[config.mk]
export PLATFORM = sky130hd
export DESIGN_NAME = bresenham_line_rasterizer
export DESIGN_NICKNAME = d
export VERILOG_FILES = /design/src/rtl/core/blr_pkg.sv /design/src/rtl/core/blr_fifo.sv /design/src/rtl/core/blr_front.sv /design/src/rtl/core/blr_engine.sv /design/src/rtl/core/bresenham_line_rasterizer.sv
export SDC_FILE = /design/constraint.sdc
export NUM_CORES = 1
export LEC_CHECK = 0
export BUFFER_PORTS_ARGS = -buffer_cell sky130_fd_sc_hd__buf_2
export CAP_MARGIN = 20
export CORE_UTILIZATION = 62
export DETAILED_ROUTE_END_ITERATION = 10
export GPL_TIMING_DRIVEN = 1
export PLACE_DENSITY = 0.83
export SLEW_MARGIN = 20
export SYNTH_ARGS = -nofsm -noshare
export SYNTH_HDL_FRONTEND = slang
export SYNTH_HIERARCHICAL = 1
export SYNTH_SLANG_ARGS = --single-unit
[constraint.sdc]
create_clock -name clk -period 6.1 [get_ports clk]
set_input_delay 1.22 -clock clk [delete_from_list [all_inputs] [get_ports clk]]
set_output_delay 1.22 -clock clk [all_outputs]
set_load 0.01 [all_outputs]
[src/rtl/core/blr_pkg.sv]
// Shared types and constants for the line rasteriser.
// No dependencies; used by blr_front, blr_engine and the top level under rtl/core.
`default_nettype none

package blr_pkg;

  // Field widths
  localparam int XW = 9;
  localparam int YW = 8;
  localparam int CW = 16;

  // Screen limits; endpoints are saturated to these
  localparam int SCREEN_WIDTH  = 320;
  localparam int SCREEN_HEIGHT = 240;

  localparam logic [XW-1:0] X_MAX = XW'(SCREEN_WIDTH - 1);
  localparam logic [YW-1:0] Y_MAX = YW'(SCREEN_HEIGHT - 1);

  // Error term and doubled delta widths
  localparam int EW = XW + 2;
  localparam int DW = XW + 1;

  typedef enum logic {
    CMD_START = 1'b0,
    CMD_STEP  = 1'b1
  } cmd_t;

  // Input item as seen on the ports
  typedef struct packed {
    cmd_t            command;
    logic [XW-1:0]   start_x;
    logic [YW-1:0]   start_y;
    logic [XW-1:0]   end_x;
    logic [YW-1:0]   end_y;
    logic [CW-1:0]   line_color;
  } item_t;

  // Result item as seen on the ports
  typedef struct packed {
    logic [XW-1:0]   pixel_x;
    logic [YW-1:0]   pixel_y;
    logic [CW-1:0]   pixel_color;
    logic            last_pixel;
  } pixel_t;

  // Classified command held in the queue between front and back
  typedef struct packed {
    cmd_t            command;
    logic [XW-1:0]   x0;
    logic [YW-1:0]   y0;
    logic [XW-1:0]   x1;
    logic [YW-1:0]   y1;
    logic [CW-1:0]   color;
    logic [XW-1:0]   adx;
    logic [XW-1:0]   ady;
    logic            x_dec;
    logic            y_dec;
  } cmd_entry_t;

endpackage

`default_nettype wire

[src/rtl/core/blr_fifo.sv]
// Two-entry queue of W-bit words, used between front and back and for results.
// Depends on nothing.
`default_nettype none

module blr_fifo #(
  parameter int W = 8
) (
  input  wire logic         clk,
  input  wire logic         rst,
  input  wire logic         push,
  input  wire logic [W-1:0] wdata,
  output logic              full,
  input  wire logic         pop,
  output logic [W-1:0]      rdata,
  output logic              empty
);

  logic [W-1:0] mem [2];
  logic         wr_ptr;
  logic         rd_ptr;
  logic [1:0]   count;
  logic         do_push;
  logic         do_pop;

  assign full    = (count == 2'd2);
  assign empty   = (count == 2'd0);
  assign do_push = push && !full;
  assign do_pop  = pop && !empty;
  assign rdata   = mem[rd_ptr];

  // Pointers and fill count
  always_ff @(posedge clk) begin
    if (rst) begin
      wr_ptr <= 1'b0;
      rd_ptr <= 1'b0;
      count  <= 2'd0;
    end else begin
      if (do_push) wr_ptr <= !wr_ptr;
      if (do_pop)  rd_ptr <= !rd_ptr;
      case ({do_push, do_pop})
        2'b10:   count <= count + 2'd1;
        2'b01:   count <= count - 2'd1;
        default: count <= count;
      endcase
    end
  end

  // Storage
  always_ff @(posedge clk) begin
    if (do_push) mem[wr_ptr] <= wdata;
  end

endmodule

`default_nettype wire

[src/rtl/core/blr_front.sv]
// Front end: saturates endpoints and works out absolute deltas and directions.
// Depends on blr_pkg.
`default_nettype none

module blr_front
  import blr_pkg::*;
(
  input  wire item_t  item,
  output cmd_entry_t  entry
);

  logic [XW-1:0] x0, x1;
  logic [YW-1:0] y0, y1;
  logic          x_dec, y_dec;

  // Keep endpoints on screen
  always_comb begin
    x0 = (item.start_x > X_MAX) ? X_MAX : item.start_x;
    x1 = (item.end_x   > X_MAX) ? X_MAX : item.end_x;
    y0 = (item.start_y > Y_MAX) ? Y_MAX : item.start_y;
    y1 = (item.end_y   > Y_MAX) ? Y_MAX : item.end_y;
  end

  assign x_dec = (x1 < x0);
  assign y_dec = (y1 < y0);

  // Absolute deltas, both subtractions in parallel
  always_comb begin
    entry.command = item.command;
    entry.x0      = x0;
    entry.y0      = y0;
    entry.x1      = x1;
    entry.y1      = y1;
    entry.color   = item.line_color;
    entry.x_dec   = x_dec;
    entry.y_dec   = y_dec;
    entry.adx     = x_dec ? (x0 - x1) : (x1 - x0);
    entry.ady     = y_dec ? XW'(y0 - y1) : XW'(y1 - y0);
  end

endmodule

`default_nettype wire

[src/rtl/core/blr_engine.sv]
// Back end: Bresenham stepping state, one command per cycle unless held by a full result queue, pushes pixels.
// Depends on blr_pkg.
`default_nettype none

module blr_engine
  import blr_pkg::*;
(
  input  wire logic        clk,
  input  wire logic        rst,
  input  wire cmd_entry_t  cmd,
  input  wire logic        cmd_empty,
  output logic             cmd_pop,
  output logic             res_push,
  output pixel_t           res,
  input  wire logic        res_full
);

  logic [XW-1:0] cur_x, target_x, cur_x_next;
  logic [YW-1:0] cur_y, target_y, cur_y_next;
  logic [DW-1:0] twice_dx, twice_dy, tdx_next, tdy_next;
  logic [EW-1:0] error_term, err_next;
  logic          x_decrements, y_decrements, x_is_major, line_active;
  logic [CW-1:0] held_color;
  logic          major_next, last;
  logic          is_start, fire, move_minor;

  assign is_start = (cmd.command == CMD_START);
  // A step while idle is consumed without a result
  assign fire     = !cmd_empty && (!res_full || (!is_start && !line_active));
  assign cmd_pop  = fire;
  assign res_push = fire && (is_start || line_active);

  // Setup values for a start
  assign tdx_next   = {1'b0, cmd.adx} << 1;
  assign tdy_next   = {1'b0, cmd.ady} << 1;
  assign major_next = (cmd.adx > cmd.ady);
  assign move_minor = !error_term[EW-1];

  // Next position, error and last flag; error kept modulo its width
  always_comb begin
    cur_x_next = cur_x;
    cur_y_next = cur_y;
    err_next   = error_term;
    last       = 1'b0;
    if (is_start) begin
      cur_x_next = cmd.x0;
      cur_y_next = cmd.y0;
      if (major_next) begin
        err_next = {1'b0, tdy_next} - {2'b00, cmd.adx};
        last     = (cmd.adx == '0);
      end else begin
        err_next = {1'b0, tdx_next} - {2'b00, cmd.ady};
        last     = (cmd.ady == '0);
      end
    end else if (x_is_major) begin
      if (move_minor) cur_y_next = y_decrements ? cur_y - 1'b1 : cur_y + 1'b1;
      cur_x_next = x_decrements ? cur_x - 1'b1 : cur_x + 1'b1;
      err_next   = error_term - (move_minor ? {1'b0, twice_dx} : '0) + {1'b0, twice_dy};
      last       = (cur_x_next == target_x);
    end else begin
      if (move_minor) cur_x_next = x_decrements ? cur_x - 1'b1 : cur_x + 1'b1;
      cur_y_next = y_decrements ? cur_y - 1'b1 : cur_y + 1'b1;
      err_next   = error_term - (move_minor ? {1'b0, twice_dy} : '0) + {1'b0, twice_dx};
      last       = (cur_y_next == target_y);
    end
  end

  // Result word
  always_comb begin
    res.pixel_x     = cur_x_next;
    res.pixel_y     = cur_y_next;
    res.pixel_color = is_start ? cmd.color : held_color;
    res.last_pixel  = last;
  end

  // Activity flag
  always_ff @(posedge clk) begin
    if (rst) begin
      line_active <= 1'b0;
    end else if (res_push) begin
      line_active <= !last;
    end
  end

  // Line state
  always_ff @(posedge clk) begin
    if (res_push) begin
      cur_x      <= cur_x_next;
      cur_y      <= cur_y_next;
      error_term <= err_next;
    end
    if (fire && is_start) begin
      target_x     <= cmd.x1;
      target_y     <= cmd.y1;
      twice_dx     <= tdx_next;
      twice_dy     <= tdy_next;
      x_decrements <= cmd.x_dec;
      y_decrements <= cmd.y_dec;
      x_is_major   <= major_next;
      held_color   <= cmd.color;
    end
  end

endmodule

`default_nettype wire

[src/rtl/core/bresenham_line_rasterizer.sv]
// Bresenham line rasteriser: one command in, at most one pixel out, per cycle, unless a queue is full.
// Path: an accepted command is registered in the command queue, goes through the
// combinational engine and is registered in the result queue before its pixel shows (empty low).
// Throughput: one command per cycle while neither queue stalls, set by the combinational error update.
// Reset: synchronous rst empties both queues and leaves the engine idle.
// Depends on blr_pkg, blr_front, blr_fifo, blr_engine.
`default_nettype none

module bresenham_line_rasterizer
  import blr_pkg::*;
(
  input  wire logic   clk,
  input  wire logic   rst,
  input  wire logic   push,
  input  wire item_t  item,
  output logic        full,
  input  wire logic   pop,
  output pixel_t      result,
  output logic        empty
);

  cmd_entry_t in_entry, cmd_head;
  logic       cmd_empty, cmd_pop;
  logic       res_push, res_full;
  pixel_t     res_data;

  // Classify and set up
  blr_front u_front (
    .item  (item),
    .entry (in_entry)
  );

  // Command queue between front and back
  blr_fifo #(.W($bits(cmd_entry_t))) u_cmd_q (
    .clk   (clk),
    .rst   (rst),
    .push  (push),
    .wdata (in_entry),
    .full  (full),
    .pop   (cmd_pop),
    .rdata (cmd_head),
    .empty (cmd_empty)
  );

  // Stepping engine
  blr_engine u_engine (
    .clk       (clk),
    .rst       (rst),
    .cmd       (cmd_head),
    .cmd_empty (cmd_empty),
    .cmd_pop   (cmd_pop),
    .res_push  (res_push),
    .res       (res_data),
    .res_full  (res_full)
  );

  // Result queue
  blr_fifo #(.W($bits(pixel_t))) u_res_q (
    .clk   (clk),
    .rst   (rst),
    .push  (res_push),
    .wdata (res_data),
    .full  (res_full),
    .pop   (pop),
    .rdata (result),
    .empty (empty)
  );

endmodule

`default_nettype wire

# After elaboration in Yosys (flattened, before gate mapping)
# Memories as Yosys holds them, arrays and structs flattened. A register that Yosys moved wholly into a read port is not among the register bits.
# Index checks and enable logic that the tools add are counted.
dict set report classes {
  n_eq_ne 8
  n_bitwise 1
  addsub 18
  n_reduce_logical 26
  mux 33
  n_lt_le_gt_ge 7
}
# cell n
set ops {}
lappend ops {{9-bit two-way mux} 8}
lappend ops {{8-bit two-way mux} 6}
lappend ops {{11-bit two-way mux} 3}
lappend ops {{11-bit by 10-bit adder with 11-bit output} 2}
lappend ops {{10-bit by 9-bit subtractor with 11-bit output} 2}
lappend ops {{11-bit subtractor} 2}
lappend ops {{10-bit two-way mux} 2}
lappend ops {{9-bit > comparator, second input constant} 2}
lappend ops {{9-bit logical NOT} 2}
lappend ops {{8-bit by 8-bit subtractor with 9-bit output} 2}
lappend ops {{9-bit subtractor} 2}
lappend ops {{8-bit > comparator, second input constant} 2}
lappend ops {{16-bit two-way mux} 1}
lappend ops {{1-bit two-way mux} 11}
lappend ops {{1-bit logical NOT} 10}
lappend ops {{9-bit by 1-bit adder with 9-bit output, second input constant} 1}
lappend ops {{9-bit == test} 1}
lappend ops {{9-bit > comparator} 1}
lappend ops {{9-bit less-than comparator} 1}
lappend ops {{9-bit by 1-bit subtractor with 9-bit output, second input constant} 1}
lappend ops {{8-bit by 1-bit adder with 8-bit output, second input constant} 1}
lappend ops {{2-bit == test, second input constant} 4}
lappend ops {{8-bit == test} 1}
lappend ops {{1-bit logical AND} 8}
lappend ops {{10 further kinds} 17}
dict set report word_totals {
  mem_bits_rw 210
  output_inout_bits 36
  wordCells 113
  regBits 91
  inputBits 55
  memories 2
}
# memory depth width rd rd_ports_with_merged_regs write_ports line_no
set mem_list {}
lappend mem_list {u_cmd_q.mem 2 71 1 1 1 blr_fifo.sv:18} ;# logic [W-1:0] mem [2];
lappend mem_list {u_res_q.mem 2 34 1 1 1 blr_fifo.sv:18}

# Longest topological paths before layout
# Gate-level depths: netlist (run 1).
dict set report logic_depth {
  word_depth 8
  ltp_mapped 13
  mapped_depth_nobuf 12
}

# Modules after synthesis
# The synthesis (run 1) kept the hierarchy.
# mod n_inst cells_per_inst area_each_um2
set by_module_without_submodules {}
lappend by_module_without_submodules {blr_engine 1 696 6915.4}
lappend by_module_without_submodules {{blr_fifo (u_cmd_q)} 1 247 5326.4}
lappend by_module_without_submodules {{blr_fifo (u_res_q)} 1 132 2668.8}
lappend by_module_without_submodules {blr_front 1 268 1880.6}

# Least setup slack after synthesis (run 1)
# OpenSTA, ideal clock, no wires.
dict set report synth_timing {
  path_type {flip-flop to flip-flop}
  start {reg (tool-made name)}
  end {reg u_engine.line_active}
  arrival_time_ns 5.585
  path_slack_ns 0.441
  synth_period_minus_slack_ns 5.659
  setup_time_ns 0.074
  stages_incl_launch_ff 9
  path_cell_list {dfxtp_1 -> clkbuf_1 -> buf_2 -> mux2_2 -> nor3_1 -> nor2_1 -> nor3_1 -> a31oi_1 -> o21ai_0}
}
# element line_no
set synth_lines {}
lappend synth_lines {{to (signal assigned)} blr_engine.sv:81} ;# line_active <= !last;
lappend synth_lines {{to (decl)} blr_engine.sv:22} ;# logic x_decrements, y_decrements, x_is_major, line_active;

==> run_results.csv, run 1 <==
group,metric,value,unit
logic_synthesis,async_reset_ff_share,0,%
timing,relSlewSlack,27.74,%
finish,area_delta_synth_final,9.531,%
logic_synthesis,yosysUniqueCellTypes,82,
critical_path,path_class,"flop to flop",
die,die_w,166.6,um
clock_network,clk_latency,0.55,ns
logic_synthesis,avgSynthCellArea,12.50,um2
critical_path,crit_path_end_kind,"flop",
logic_synthesis,yosys.area.top_type_share,52.04,%
timing,finalHoldViolCount,0,
grt,grt_max_degree,72,
finish,diodes,0,
logic_synthesis,ys_warn_count,6,
power,netSwitchingFraction,39.03,%
finish,fin_cells,1770,
run_status,status,"finished, violations left",
timing,setup_viol,0,
placement,post-place-ws,1.955,ns
clock_network,post_cts_resized,0,
grt,grt_pass1_vias,10700,
power,seq_power_share,31.7,%
power,ir_worst_vdd,0.3559,mV
routing,wl,34.49,mm
hold_path,hp-class,"flop to flop",
die,io_pins,91,
logic_synthesis,yosysSeqAreaShare,53.35,%
power,p_leak,7.232,nW
routing,vias,10710,
timing,setup_ws,2.283,ns
clock_network,cts_sinks,302,
die,core-area,26280,um2
placement,dpl.hpwl,23.74,mm
logic_synthesis,yosysTopAreaCell,"edfxtp_1",
timing,fmax,0.2620,GHz
logic_synthesis,synth_most_common_cell,"edfxtp_1",
logic_synthesis,netlist_area,16790,um2
timing,post-route-min-period,3.817,ns
placement,port_buffers,90,
power,p_sw,0.004274,W
logic_synthesis,syn_nets,1514,
logic_synthesis,synth-seq-cells,302,
logic_synthesis,synthTopCellsByArea,"edfxtp_1, mux2_2, ha_1",
finish,nFillCells,1780,
grt,grt.total_usage,25.28,%
finish,drive_gt1_share,20.63,%
logic_synthesis,synth_edf_count,291,
timing,tns,0,ns
critical_path,worst-path-max-fanout,71,
critical_path,cp_data_required_time,6.37,ns
clock_network,h-tree-depth,1,
die,die_area,27740,um2
power,p_int,0.006676,W
clock_network,clkTransAtPathRegs,0.06,ns
die,die_h,166.6,um
routing,ant_nets,0,
clock_network,cts_root_buf,"clkbuf_16",
power,pwr-share-clk,16.7,%
die,initial_core_util,63.89,%
clock_network,cts_buffer_depth,3,
clock_network,cts_setup_buffers,0,
grt,grt.overflow.total,0,
logic_synthesis,synthFlopType,"edfxtp_1",
clock_network,postCtsHoldBufs,0,
timing,worstMarginPinSlew,1.084,ns
finish,fin_util,69.98,%
routing,firstDrtPassIters,8,
timing,fin_worst_skew,0.006584,ns
timing,period_share,62.57,%
power,total_power,0.01095,W
routing,wire_per_inst,19.49,um
placement,dpl.cell_count,1712,
die,num_rows,59,
power,power_frac_comb,51.6,%
routing,initialDrtViolationCount,958,
placement,routabilityCongestion,0.9124,
hold_path,hold_start,"u_cmd_q/rd_ptr$_SDFFE_PP0P_",
critical_path,cp-start-kind,"flop",
finish,num-nets-final,1581,
grt,antenna_found_initial,0,
timing,slew_violations,0,
routing,drcViolationCount,3,
logic_synthesis,synthCells,1343,
critical_path,crit_arrival,4.08,ns
routing,viasPerCell,6.049,
clock_network,cts_buffers,31,
power,p_per_area,595.4,nW/um2
clock_network,cts_tree,"built",
run_status,violations,"DRC",
timing,rsz0062_at_grt,"false",
logic_synthesis,synth.top_cells.by_count,"edfxtp_1, inv_1, mux2_2",
run,maxCapViolations,0,
grt,grt_pass1_wl,55.42,mm
[worst max-delay path, stage by stage (launching register included)]
cell and delay (ns):
dfxtp_4 1.03, mux2_2 0.49, ha_1 0.22, or3_4 0.40, a211oi_2 0.20, o21ai_1 0.11
a221o_1 0.42, and2_4 0.25, o21ai_0 0.26, o21ai_0 0.12
[power groups by stage]
stage                     clock network (W)  registers, W  logic, W
final                               0.00183       0.00347   0.00565
after global routing                0.00193       0.00354   0.00626
after CTS                           0.00186       0.00348   0.00563
after detailed placement                  0       0.00352   0.00556
after global placement                    0       0.00348   0.00538
after floorplan                           0       0.00333   0.00446
[cell families (layout without fill, tap and decap cells)]
family	count (synthesis)	after routing	share of synthesized area [%]
fa+ha+maj	116	116	9.896
flops	302	302	53.35
compound gates	214	214	8.502
simple gates	274	274	8.405
mux	160	160	10.54
buf+inv	200	292	5.119
xor+xnor	77	77	4.180
[per-stage QoR]
step / instance area, um2 / hold slack (ns)
global route: 18390 / 0.5577
global placement: 17390 / 0.4660
detailed placement: 17390 / 0.4888
finish: 18390 / 0.5209
floorplan: 16790 / 0.4518
CTS: 18390 / 0.5158
[final cells by class]
type	instances	area, um2	area share, %
sequential	302	8964	48.74
multi-input combinational	841	6987	37.99
tap	335	419.2	2.279
inverter	137	516.7	2.810
clock buffer	37	838.3	4.558
clock inverter	21	163.9	0.8912
timing repair buffer	97	503.0	2.735
[final timing paths]
| path | to | slack [ns] | cells after the start |
|---|---|---|---|
| worst max-delay path | u_engine/error_term[2]$_DFFE_PP_ | 2.28 | 9 |
| worst min-delay path | flop | 0.52 | 2 |
| worst max register to register | u_engine/error_term[2]$_DFFE_PP_ | 2.28 | 9 |
| worst min register to register | flop | 0.52 | 2 |
[flip-flops by register name (all words and copies together), names as in the netlist, 2 cells and up, named ones only]
| signal | cells |
|---|---|
| u_engine/cur_x | 9 |
| u_engine/target_x | 9 |
| u_res_q/count | 2 |
| u_cmd_q/count | 2 |
| u_engine/twice_dy | 9 |
| u_engine/target_y | 8 |
| u_engine/held_color | 16 |
| u_cmd_q/mem | 142 |
| u_engine/cur_y | 8 |
| u_engine/twice_dx | 9 |
| u_res_q/mem | 68 |
| u_engine/error_term | 10 |
[per-layer routing]
| metal | global-route usage [%] | wire length (um) |
|---|---|---|
| met4 | 7.770 | 977 |
| met2 | 44.67 | 17120 |
| met3 | 2.994 | 1890 |
| met5 | 0 | 0 |
| met1 | 32.72 | 14500 |
[cell usage in the layout (no fill, tap or decap), types with 19 or more instances in the layout]
| cell type | n |
|---|---|
| inv_1 | 132 |
| nor2_1 | 92 |
| xor2_1 | 24 |
| xnor2_1 | 51 |
| edfxtp_1 | 291 |
| nand2_1 | 39 |
| buf_2 | 90 |
| nor3_1 | 21 |
| nand2b_1 | 25 |
| o21ai_0 | 45 |
| fa_1 | 28 |
| mux2i_1 | 28 |
| clkbuf_16 | 31 |
| mux2_2 | 116 |
| a21o_1 | 19 |
| a21oi_1 | 59 |
| ha_1 | 88 |
Power figures use the tool's default switching activity.
==> run 2, diff against run 1 <==
--- a/config.mk
+++ b/config.mk
@@ -5,12 +5,13 @@
 export SDC_FILE = /design/constraint.sdc
 export NUM_CORES = 1
 export LEC_CHECK = 0
+export ABC_AREA = 1
 export BUFFER_PORTS_ARGS = -buffer_cell sky130_fd_sc_hd__buf_2
 export CAP_MARGIN = 20
-export CORE_UTILIZATION = 62
+export CORE_UTILIZATION = 56
 export DETAILED_ROUTE_END_ITERATION = 10
 export GPL_TIMING_DRIVEN = 1
-export PLACE_DENSITY = 0.83
+export PLACE_DENSITY = 0.79
 export SLEW_MARGIN = 20
 export SYNTH_ARGS = -nofsm -noshare
 export SYNTH_HDL_FRONTEND = slang
==> constraint.sdc (replaced) <==
create_clock -name clk -period 3.1 [get_ports clk]
set_input_delay 0.62 -clock clk [delete_from_list [all_inputs] [get_ports clk]]
set_output_delay 0.62 -clock clk [all_outputs]
set_load 0.01 [all_outputs]
==> run 2 against run 1 <==
- the flow still finishes with violations (DRC)
- routed wire length up 7.2%
- worst hold slack worse by 0.28 ns
- first-iteration DRC count up 8.5%
- combinational power up 130%
- synthesized area up 4.5%
- sequential power up 95%
- via count up 9.5%
- clock skew up 0.012 ns
- critical path depth up 2
- final cell count up 21%
- total power up 110%
- largest power group unchanged
- highest routed layer unchanged
==> run_results.csv, run 2 <==
group,metric,value,unit
logic_synthesis,yosysUniqueCellTypes,52,
logic_synthesis,synth_most_common_cell,"nand2_1",
timing,post-route-min-period,2.896,ns
routing,ant_nets,0,
die,die_w,179.0,um
logic_synthesis,yosysSeqAreaShare,51.04,%
timing,period_share,93.43,%
routing,drcViolationCount,4,
grt,grt-busiest-layer,"met2",
clock_network,clk_latency,0.57,ns
finish,area_delta_synth_final,10.19,%
logic_synthesis,synth_edf_count,291,
finish,reg_top3,"u_cmd_q/mem x142, u_res_q/mem x68, u_engine/held_color x16",
die,initial_core_util,57.08,%
logic_synthesis,yosys.area.top_type_share,49.79,%
timing,hold_slack,0.2364,ns
finish,post-route-cell-area,19340,um2
clock_network,cts_root_buf,"clkbuf_16",
power,p_int,0.01341,W
grt,grtUsageMet1,31.09,%
finish,largest_reg_flops,142,
placement,dpl.hpwl,26.99,mm
grt,antenna_found_initial,0,
critical_path,worst-path-max-fanout,12,
logic_synthesis,ys_warn_count,6,
power,p_per_area,1201,nW/um2
clock_network,post_cts_resized,0,
timing,relSlewSlack,59.07,%
routing,initialDrtViolationCount,1039,
timing,rsz0062_at_grt,"false",
critical_path,crit_arrival,3.17,ns
routing,wire_per_inst,17.24,um
die,die_h,179.0,um
power,netSwitchingFraction,42.27,%
logic_synthesis,async_reset_ff_share,0,%
power,power_frac_comb,55.1,%
finish,drive_gt1_share,19.15,%
timing,slew_violations,0,
placement,place_area,18320,um2
clock_network,cts_buffer_depth,3,
finish,diodes,0,
power,seq_power_share,29.1,%
grt,grt.overflow.total,0,
grt,grt_pass1_vias,11430,
timing,fin_worst_skew,0.01809,ns
clock_network,cts_tree,"built",
logic_synthesis,avgSynthCellArea,10.74,um2
logic_synthesis,yosysTopAreaCell,"edfxtp_1",
logic_synthesis,syn_nets,1805,
die,die_area,32050,um2
logic_synthesis,synthTopCellsByArea,"edfxtp_1, mux2_4, nand2_1",
logic_synthesis,synth-seq-cells,302,
finish,fin_util,62.89,%
grt,grt.total_usage,23.21,%
placement,routabilityCongestion,0.9247,
finish,final_cell_mix,"nand2_1, edfxtp_1, inv_1, nor2_1, mux2_4",
grt,grtUsageMet3,2.969,%
critical_path,cp-start-kind,"flop",
timing,setup_viol,0,
grt,grt_max_degree,56,
finish,num-nets-final,1897,
power,pwr-share-clk,15.8,%
die,num_rows,64,
clock_network,cts_buffers,31,
run_status,status,"finished, violations left",
logic_synthesis,netlist_area,17550,um2
finish,largest_register,"u_cmd_q/mem",
clock_network,cts_sinks,302,
placement,port_buffers,90,
logic_synthesis,synth.top_cells.by_count,"nand2_1, edfxtp_1, inv_1",
power,p_leak,8.456,nW
critical_path,path_class,"flop to flop",
logic_synthesis,synthCells,1634,
clock_network,cts_setup_buffers,0,
hold_path,hold_start,"item[12]",
power,ir_worst_vdd,0.7859,mV
timing,worstMarginPinSlew,0.6140,ns
die,io_pins,91,
critical_path,cp_data_required_time,3.38,ns
hold_path,hp-class,"input pin to flop",
timing,finalHoldViolCount,0,
die,core-area,30750,um2
power,total_power,0.02323,W
clock_network,clkTransAtPathRegs,0.07,ns
clock_network,h-tree-depth,1,
grt,met2_usage,39.61,%
run_status,violations,"DRC",
routing,firstDrtPassIters,8,
logic_synthesis,synthFlopType,"edfxtp_1",
routing,vias,11720,
power,p_sw,0.009818,W
critical_path,crit_path_end_kind,"flop",
clock_network,postCtsHoldBufs,0,
timing,fmax,0.3453,GHz
grt,grt_pass1_wl,57.75,mm
routing,viasPerCell,5.465,
finish,final_common_cell,"nand2_1",
routing,wl,36.98,mm
run,maxCapViolations,0,
## run 2: changes by cell type after synthesis, moves of 25 or more
cell      before  now
mux2i_1       28    0
nor2_1        92  124
nand2_1       39  341
nand3_1       14   56
mux2_4         1  100
nand2b_1      25    0
xnor2_1       51   13
inv_1        133  222
mux2_2       116    5
## run 2: path summary, 6_finish.rpt
check	to	slack, ns	cells past startpoint
hold / removal	u_cmd_q/mem[0][32]$_DFFE_PP_	0.24	1
setup / recovery	u_engine/error_term[3]$_DFFE_PP_	0.20	11
setup reg to reg	u_engine/error_term[3]$_DFFE_PP_	0.20	11
hold reg to reg	u_cmd_q/rd_ptr$_SDFFE_PP0P_	0.51	2
## run 2: critical path, cell delays in order, from the launching register on
cell and delay (ns):
dfxtp_4 0.48, buf_4 0.24, mux2_4 0.37, ha_1 0.34, nand2_1 0.08, o21ai_0 0.20, nand2_1 0.08, o2111ai_1 0.09
nand2_2 0.17, buf_4 0.22, a31oi_1 0.22, a32oi_1 0.11
## run 2: final cells by class
| type | count | area [um2] |
|---|---|---|
| clock buffer | 39 | 835.8 |
| sequential | 302 | 8964 |
| clock inverter | 17 | 177.7 |
| inverter | 229 | 869.6 |
| tap | 396 | 495.5 |
| fill | 2422 | 11410 |
| multi-input combinational | 1037 | 7221 |
| timing repair buffer | 125 | 775.7 |
## run 2: kinds of logic after synthesis
logic type,share of synthesized area (%)
compound gates,6.067
buf+inv,7.963
mux,8.876
simple gates,14.15
flops,51.04
fa+ha+maj,9.467
xor+xnor,2.431
## run 2: per-layer routing
layer / share of wire (%) / wire, um
met1: 43 / 15910
met2: 49 / 17940
met3: 6.1 / 2273
met4: 2.3 / 850
met5: 0 / 0
## run 2: power by group through the flow
stage               combinational (W)  sequential, W  clock, W
floorplan                     0.00965        0.00665         0
global placement               0.0121        0.00674         0
detailed placement             0.0125        0.00682         0
CTS                            0.0126        0.00676   0.00373
global route                   0.0143        0.00685   0.00389
finish                         0.0128        0.00676   0.00367
## run 2: metrics by stage
step	cells	setup slack (ns)	setup TNS (ns)
final	2145	0.2036	0
after global routing	2145	0.02374	0
after CTS	2145	0.1967	0
after detailed placement	2089	0.09235	0
after global placement	2089	0.1392	0
after floorplan	1634	-0.06465	-3.491
==> run 3, diff against run 2 <==
--- a/config.mk
+++ b/config.mk
@@ -8,10 +8,10 @@
 export ABC_AREA = 1
 export BUFFER_PORTS_ARGS = -buffer_cell sky130_fd_sc_hd__buf_2
 export CAP_MARGIN = 20
-export CORE_UTILIZATION = 56
+export CORE_UTILIZATION = 67
 export DETAILED_ROUTE_END_ITERATION = 10
 export GPL_TIMING_DRIVEN = 1
-export PLACE_DENSITY = 0.79
+export PLACE_DENSITY = 0.88
 export SLEW_MARGIN = 20
 export SYNTH_ARGS = -nofsm -noshare
 export SYNTH_HDL_FRONTEND = slang
==> constraint.sdc (replaced) <==
create_clock -name clk -period 3.4 [get_ports clk]
set_input_delay 0.68 -clock clk [delete_from_list [all_inputs] [get_ports clk]]
set_output_delay 0.68 -clock clk [all_outputs]
set_load 0.01 [all_outputs]
==> run 3 against run 2 <==
- the flow now finishes without violations
- sequential power shrank 7.5%
- die area shrank 16%
- design area shrank 1.4%
- critical path depth grew 3
- count of clock-buffer cells in the layout grew 5
- final cell count shrank 3.7%
- fmax shrank 4.0%
- first-iteration DRC count grew 17%
- sequential share of layout area grew 0.64 points
- largest cell class unchanged
==> run_results.csv, run 3 (same netlist as run 2, synthesis figures left out) <==
group,metric,value,unit
run_status,status,"finished, final reports clean",
power,power_frac_comb,54.9,%
hold_path,hp-class,"input pin to flop",
timing,relSlewSlack,39.46,%
critical_path,worst-path-max-fanout,9,
routing,vias,11920,
critical_path,cp-start-kind,"flop",
finish,largest_register,"u_cmd_q/mem",
finish,drive_gt1_share,18.16,%
grt,grt_pass1_vias,11530,
clock_network,cts_tree,"built",
timing,setup_ws,0.3821,ns
critical_path,path_cells,"buf_4, nor2_1, fa_1, inv_1, ha_1, nand2_1, nor2_1, nand3_1, nand4_1, a21oi_1, o21ai_0, nand2_1, nand2_1, nand2_1",
critical_path,cp_top_family,"simple AND/OR/NAND/NOR gates",
power,p_per_area,1104,nW/um2
die,core-area,25470,um2
grt,grt_max_degree,55,
grt,grt_pass1_wl,57.75,mm
clock_network,clk_latency,0.57,ns
timing,tns,0,ns
clock_network,postCtsHoldBufs,0,
routing,ant_nets,0,
die,num_rows,58,
power,total_power,0.02105,W
timing,fmax,0.3314,GHz
critical_path,crit_top_cell,"nand2_1",
finish,diodes,0,
finish,area_delta_synth_final,8.690,%
placement,post-place-ws,0.2838,ns
timing,hold_slack,0.3025,ns
routing,wire_per_inst,17.79,um
routing,firstDrtPassIters,5,
clock_network,cts_root_buf,"clkbuf_16",
critical_path,max_stage_delay,0.54,ns
timing,rsz0062_at_grt,"false",
finish,final_cell_mix,"nand2_1, edfxtp_1, inv_1, nor2_1, mux2_4",
grt,grt.total_usage,27.66,%
routing,wl,36.74,mm
clock_network,cts_buffer_depth,3,
grt,antenna_found_initial,0,
critical_path,crit_path_end_kind,"flop",
clock_network,cts_buffers,31,
power,seq_power_share,29.7,%
routing,initialDrtViolationCount,1218,
clock_network,post_cts_resized,0,
timing,fin_worst_skew,0.01294,ns
timing,setup_viol,0,
hold_path,hold_start,"item[13]",
die,die_h,163.9,um
timing,period_share,88.76,%
power,pwr-share-clk,15.4,%
critical_path,ff2ff_path_depth,14,
timing,worstMarginPinSlew,0.8986,ns
timing,finalHoldViolCount,0,
power,p_int,0.01198,W
placement,routabilityCongestion,0.9098,
critical_path,r2r_slack,0.38,ns
power,p_leak,8.362,nW
power,p_sw,0.009072,W
critical_path,path_buf_inv,2,
timing,post-route-min-period,3.018,ns
finish,reg_top3,"u_cmd_q/mem x142, u_res_q/mem x68, u_engine/held_color x16",
finish,largest_reg_flops,142,
hold_path,min_to,"u_cmd_q/mem[0][33]$_DFFE_PP_",
critical_path,worstReg2RegStart,"u_engine/error_term[10]$_DFFE_PP_",
critical_path,crit_arrival,3.34,ns
critical_path,r2r-end,"u_engine/error_term[10]$_DFFE_PP_",
finish,final_common_cell,"nand2_1",
critical_path,slowest_stage,"edfxtp_1",
timing,slew_violations,0,
placement,port_buffers,90,
power,netSwitchingFraction,43.09,%
finish,num-nets-final,1882,
hold_path,whs_path_depth,1,
clock_network,h-tree-depth,1,
critical_path,cp_data_required_time,3.72,ns
die,die_area,26850,um2
placement,dpl.hpwl,26.35,mm
routing,viasPerCell,5.772,
critical_path,crit_cells,14,
clock_network,cts_setup_buffers,0,
critical_path,path_class,"flop to flop",
run,maxCapViolations,0,
clock_network,clkTransAtPathRegs,0.06,ns
die,initial_core_util,68.90,%
grt,grt.overflow.total,0,
finish,fin_util,74.89,%
die,io_pins,91,
clock_network,cts_sinks,302,
routing,drcViolationCount,0,
die,die_w,163.9,um
power,ir_worst_vdd,0.8249,mV
[run 3: cell count changes in the layout (fill, tap and decap cells not counted), moves of 2 or more]
cell | previous run | this run
buf_4 | 30 | 17
clkinv_2 | 7 | 3
clkinv_4 | 0 | 3
inv_6 | 2 | 0
inv_1 | 219 | 221
buf_12 | 5 | 3
clkbuf_1 | 5 | 9
bufinv_16 | 3 | 1
[run 3: worst max path at each step]
| stage | slack (ns) | from | end |
|---|---|---|---|
| global route | 0.21 | u_engine/error_term[10]$_DFFE_PP_ | u_engine/error_term[7]$_DFFE_PP_ |
| finish | 0.38 | u_engine/error_term[10]$_DFFE_PP_ | u_engine/error_term[10]$_DFFE_PP_ |
| detailed placement | 0.28 | item[40] | u_cmd_q/mem[0][10]$_DFFE_PP_ |
| global placement | 0.36 | item[40] | u_cmd_q/mem[0][10]$_DFFE_PP_ |
| CTS | 0.46 | u_engine/error_term[10]$_DFFE_PP_ | u_engine/error_term[7]$_DFFE_PP_ |
| floorplan | 0.1 | flop | u_res_q/mem[1][0]$_DFFE_PP_ |
[run 3: power by group through the flow]
stage / Sequential, W / Combinational (W) / Clock, W
3_3_place_gp: 0.00623 / 0.0107 / 0
6_report: 0.00625 / 0.0116 / 0.00324
3_5_place_dp: 0.00630 / 0.0112 / 0
4_1_cts: 0.00625 / 0.0113 / 0.00330
5_1_grt: 0.00635 / 0.0128 / 0.00343
2_1_floorplan: 0.00607 / 0.00879 / 0
[run 3: metal layers]
layer / track usage, % / wire length, um / vias to the layer above
met1: 37.26 / 14980 / 5614
li1: - / - / 5630
met3: 4.343 / 3071 / 81
met5: 0 / 0 / -
met4: 8.586 / 901 / 0
met2: 46.26 / 17780 / 595
[run 3: layout make-up]
type	instances	area (um2)
tap	330	412.9
sequential	302	8964
inverter	229	862.1
clock inverter	13	117.6
fill	1591	6396
multi-input combinational	1037	7217
clock buffer	44	864.6
timing repair buffer	110	638.1
[run 3: stage by stage]
stage,instance area (um2),cells
5_1_grt,19080,2065
2_1_floorplan,17560,1634
6_report,19080,2065
3_3_place_gp,18090,2008
3_5_place_dp,18090,2008
4_1_cts,19080,2065
[run 3: worst reg2reg max path, cell delays in order, from the launching register on]
cell and delay (ns):
edfxtp_1 0.54, buf_4 0.25, nor2_1 0.08, fa_1 0.49
inv_1 0.06, ha_1 0.36, nand2_1 0.09, nor2_1 0.19
nand3_1 0.14, nand4_1 0.18, a21oi_1 0.09, o21ai_0 0.11
nand2_1 0.07, nand2_1 0.07, nand2_1 0.07
